`src/rtl/abo_pkg.sv`:
```
// ----------------------------------------------------------------------------
// abo_pkg
// Shared widths and constants of the source-over alpha blender.
// ----------------------------------------------------------------------------
`timescale 1ns / 1ps

package abo_pkg;

  // Full effective alpha: 255 * 255.
  localparam logic [15:0] FullProduct = 16'd65025;

  // Quotient bits of every blend division; the quotient never exceeds 255.
  localparam int unsigned DivSteps = 8;

  localparam int unsigned NumWidth = 32;  // colour numerator, at most 255 * OA
  localparam int unsigned DenWidth = 24;  // OA, at most 255 * 65025

  // floor(OA / 65025) equals (OA * AlphaRecip) >> AlphaShift over all OA
  localparam int unsigned AlphaShift = 40;
  localparam logic [24:0] AlphaRecip = 25'd16909061;

  typedef logic [NumWidth-1:0] num_t;
  typedef logic [DenWidth-1:0] den_t;
  typedef logic [DivSteps-1:0] quo_t;

endpackage

```
`src/rtl/abo_div_lane.sv`:
```
// ----------------------------------------------------------------------------
// abo_div_lane
// Pipelined restoring divider: one quotient bit per register stage, eight
// stages, a new operand pair every cycle. The quotient must fit in 8 bits.
// ----------------------------------------------------------------------------
`timescale 1ns / 1ps

module abo_div_lane
  import abo_pkg::*;
(
  input  logic clk_i,
  input  num_t num_i,
  input  den_t den_i,
  output quo_t quo_o
);

  num_t rem_q [DivSteps];
  den_t den_q [DivSteps];
  quo_t quo_q [DivSteps];

  for (genvar k = 0; k < DivSteps; k++) begin : g_step
    localparam int unsigned Shift = DivSteps - 1 - k;

    num_t rem_in;
    den_t den_in;
    quo_t quo_in;
    num_t trial;
    logic ge;

    if (k == 0) begin : g_first
      assign rem_in = num_i;
      assign den_in = den_i;
      assign quo_in = '0;
    end else begin : g_next
      assign rem_in = rem_q[k-1];
      assign den_in = den_q[k-1];
      assign quo_in = quo_q[k-1];
    end

    assign trial = NumWidth'(den_in) << Shift;
    assign ge    = (rem_in >= trial);

    always_ff @(posedge clk_i) begin
      rem_q[k] <= ge ? (rem_in - trial) : rem_in;
      den_q[k] <= den_in;
      quo_q[k] <= {quo_in[DivSteps-2:0], ge};
    end
  end

  assign quo_o = quo_q[DivSteps-1];

endmodule

```
`config.mk`:
```
export PLATFORM = sky130hd
export DESIGN_NAME = abo_div_lane
export DESIGN_NICKNAME = d
export VERILOG_FILES = /design/src/rtl/abo_pkg.sv /design/src/rtl/abo_div_lane.sv
export SDC_FILE = /design/constraint.sdc
export NUM_CORES = 1
export LEC_CHECK = 0
export ABC_AREA = 1
export ABC_CLOCK_PERIOD_IN_PS = 2600
export BUFFER_PORTS_ARGS = -buffer_cell sky130_fd_sc_hd__buf_2
export CAP_MARGIN = 20
export CORE_MARGIN = 2
export CORE_UTILIZATION = 50
export CTS_CLUSTER_DIAMETER = 60
export DETAILED_ROUTE_END_ITERATION = 10
export GPL_TIMING_DRIVEN = 0
export PLACE_DENSITY = 0.71
export SLEW_MARGIN = 20
export SYNTH_ARGS = -nofsm -noshare
export SYNTH_HDL_FRONTEND = slang
export SYNTH_SLANG_ARGS = --single-unit
```
`constraint.sdc`:
```
create_clock -name clk_i -period 2.6 [get_ports clk_i]
set_input_delay 0.39 -clock clk_i [delete_from_list [all_inputs] [get_ports clk_i]]
set_output_delay 0.39 -clock clk_i [all_outputs]
set_load 0.005 [all_outputs]
```
==> flow_summary.json <==
{
  "status": "completed",
  "met2WireLength_mm": 39.49,
  "wirelength_mm": 77.29,
  "core_area_mm2": 0.05224,
  "startpoint_type": "flip-flop",
  "area_growth_pct": 12.45,
  "path_class": "reg -> reg",
  "rsz0062_at_grt": "yes",
  "fin_setup_tns_ns": 0,
  "cp_num_buf_inv": 2,
  "clockBufferDepth": 3,
  "wl_per_cell_um": 15.20,
  "synthMuxAreaShare": 0,
  "fill_cells": 5247,
  "powerDensity_mw_per_mm2": 1169,
  "slowest_stage": "ha_1",
  "post-route-min-period_ns": 2.554,
  "io_buffers": 64,
  "syn_area_mm2": 0.02628,
  "synthArstFlopShare": 0,
  "start_util": 0.5032,
  "cts-buffers-inserted": 48,
  "syn-mean-instance-area_um2": 6.246,
  "clock_latency_ns": 0.60,
  "cts_tree": "built",
  "gp_congestion": 0.9689,
  "drive_gt1_frac": 0.06051,
  "ioPinCount": 65,
  "rows": 84,
  "grt_use_total": 0.2903,
  "vias_per_cell": 4.752,
  "cp.required_ns": 3.13,
  "fmax_mhz": 391.5,
  "path_max_fanout": 10,
  "die_area_mm2": 0.05441,
  "n_antenna_cell": 0,
  "yosys.area_share.adder": 0.09673,
  "root_buffer": "clkbuf_16",
  "postSynthCellCount": 4208,
  "synth_xor_area_frac": 0.03166,
  "yosys.area.top_type": "dfxtp_1",
  "netlist.area_leader.share": 0.3260,
  "slew_violations": 0,
  "htreeDepth": 2,
  "drc": 0,
  "layout_common_cells": "nand2_1, inv_1, dfxtp_1",
  "hp-class": "in -> reg",
  "report.final.hold_viol_count": 0,
  "clock_sinks": 428,
  "power_leakage_nw": 17.39,
  "grt_pass1_vias": 23760,
  "die_h_um": 233.3,
  "final_common_cell": "nand2_1",
  "max-vdd-ir-drop_v": 0.0007594,
  "finClkSkew_ns": 0.02145,
  "overflow": 0,
  "critPathArrivalTime_ns": 3.09,
  "synth_compound_area_frac": 0.03437,
  "grt_start_max_net_pins": 16,
  "setup_ws_ns": 0.04551,
  "yosysSeqAreaShare": 0.3260,
  "synth-edff-count": 0,
  "ys_top_cells_by_area": "dfxtp_1, nand2_1, inv_1, ha_1, nand3_1",
  "path_cells": "inv_1, ha_1, nand2_1, nor2_2, nand4_1, nor2_4, nand2_2, nand2_4, buf_6, nand2_1, nand2_1",
  "grt_pass1_wl_mm": 122.2,
  "die_w_um": 233.3,
  "synth_seq_cells": 428,
  "routed.top_layer": "met4",
  "dr.pass1.iters": 7,
  "synth_flop_cell": "dfxtp_1",
  "relSlewSlack": 0.3537,
  "worst_slew_pin_slew_ns": 0.9606,
  "crit_top_cell": "nand2_1",
  "synth_top_family_by_area": "simple AND/OR/NAND/NOR gates",
  "antenna_found_initial": 0,
  "final_nets": 4615,
  "setup_viol": 0,
  "wl_met3_mm": 2.242,
  "dp_hpwl_mm": 65.34,
  "routedLengthMet1_mm": 29.73,
  "clk_pin_slew_ns": 0.06,
  "max_stage_delay_ns": 0.41,
  "crit_path_end_kind": "flip-flop",
  "synth_nets": 4464,
  "fin_crit_sh": 0.9825,
  "drtIter0Drc": 1212,
  "vias": 24160,
  "dp_slack_ns": -0.06222,
  "maxCapViolCount": 0,
  "synth_simple_gate_area_frac": 0.3724,
  "synthDistinctLibCells": 41,
  "path_delay_family": "simple AND/OR/NAND/NOR gates",
  "antenna_left": 0,
  "ys_warn_count": 0
}
[cells in the mapped netlist, drive strengths merged, types with 5 or more instances]
cell type  instances
nand2           1779
inv              898
dfxtp            428
nor2             241
nand3            229
ha               192
a21oi            127
xor2              90
nand4             45
nand3b            34
nor3              32
buf               30
o21ai             22
and2              16
o21bai             8
fa                 7
or2                6
xnor2              5
[through the flow]
stage / hold WS, ns / cells / cell area, um2 / util / power [W]
floorplan: 0.3096 / 4208 / 26280 / - / 0.02252
global placement: 0.3100 / 4960 / 27460 / 0.5258 / 0.02730
detailed placement: 0.3121 / 4960 / 27460 / 0.5258 / 0.02745
CTS: 0.002037 / 5082 / 29460 / 0.5639 / 0.03453
global route: 0.01403 / 5084 / 29550 / 0.5658 / 0.03764
finish: 0.02223 / 5084 / 29550 / 0.5658 / 0.03456
[worst register-to-register path, stage by stage, from the launching register on]
cell and delay (ns):
dfxtp_1 0.36, inv_1 0.05, ha_1 0.41, nand2_1 0.22
nor2_2 0.20, nand4_1 0.28, nor2_4 0.23, nand2_2 0.09
nand2_4 0.16, buf_6 0.20, nand2_1 0.18, nand2_1 0.12
[layer usage]
layer / global-route usage / vias to the layer above
li1: - / 12920
met1: 0.2911 / 10500
met2: 0.5588 / 490
met3: 0.03357 / 251
met4: 0.1935 / 0
met5: 0 / -
[final cells by class]
type | instances | area, um2 | area share
Tap cell | 688 | 860.8 | 0.02913
Clock buffer | 53 | 1240 | 0.04195
Buffer | 30 | 275.3 | 0.009314
Clock inverter | 34 | 391.6 | 0.01325
Inverter | 901 | 3387 | 0.1146
Sequential cell | 428 | 8568 | 0.2899
Timing Repair Buffer | 101 | 705.7 | 0.02388
Multi-Input combinational cell | 2849 | 14130 | 0.4780
[path summary, 6_finish.rpt]
check / start / cells past startpoint / slack (ns) / to
worst max register to register: den_q[5][23]$_DFF_P_ / 11 / 0.05 / rem_q[6][22]$_DFF_P_
worst max-delay path: den_q[5][23]$_DFF_P_ / 11 / 0.05 / rem_q[6][22]$_DFF_P_
worst min-delay path: num_i[12] / 3 / 0.02 / rem_q[0][12]$_DFF_P_
worst min register to register: quo_q[0][26]$_DFF_P_ / 0 / 0.32 / quo_q[1][3]$_DFF_P_
[registers in the layout, indices dropped and copies added (netlist names)]
register	count
quo_q	36
den_q	168
rem_q	224
[logic make-up (layout without fill, tap and decap cells)]
group | after synthesis | in the layout
simple gates | 2393 | 2393
buf+inv | 931 | 1119
xor+xnor | 95 | 95
compound gates | 162 | 162
flops | 428 | 428
fa+ha+maj | 199 | 199
[power breakdown]
| part | internal [W] | leakage, nW | switching, W |
|---|---|---|---|
| registers | 0.00849 | 3.60 | 0.00111 |
| clock network | 0.00402 | 0.785 | 0.00293 |
| logic | 0.00614 | 13.0 | 0.0119 |
[repair_timing]
action,in CTS,in global routing
hold buffers,33,0
setup endpoints to repair,23,87
setup buffers,2,2
gates resized for setup,1,17
pin swaps,1,0
endpoints found under the hold margin,33,0
Power figures use the tool's default switching activity.
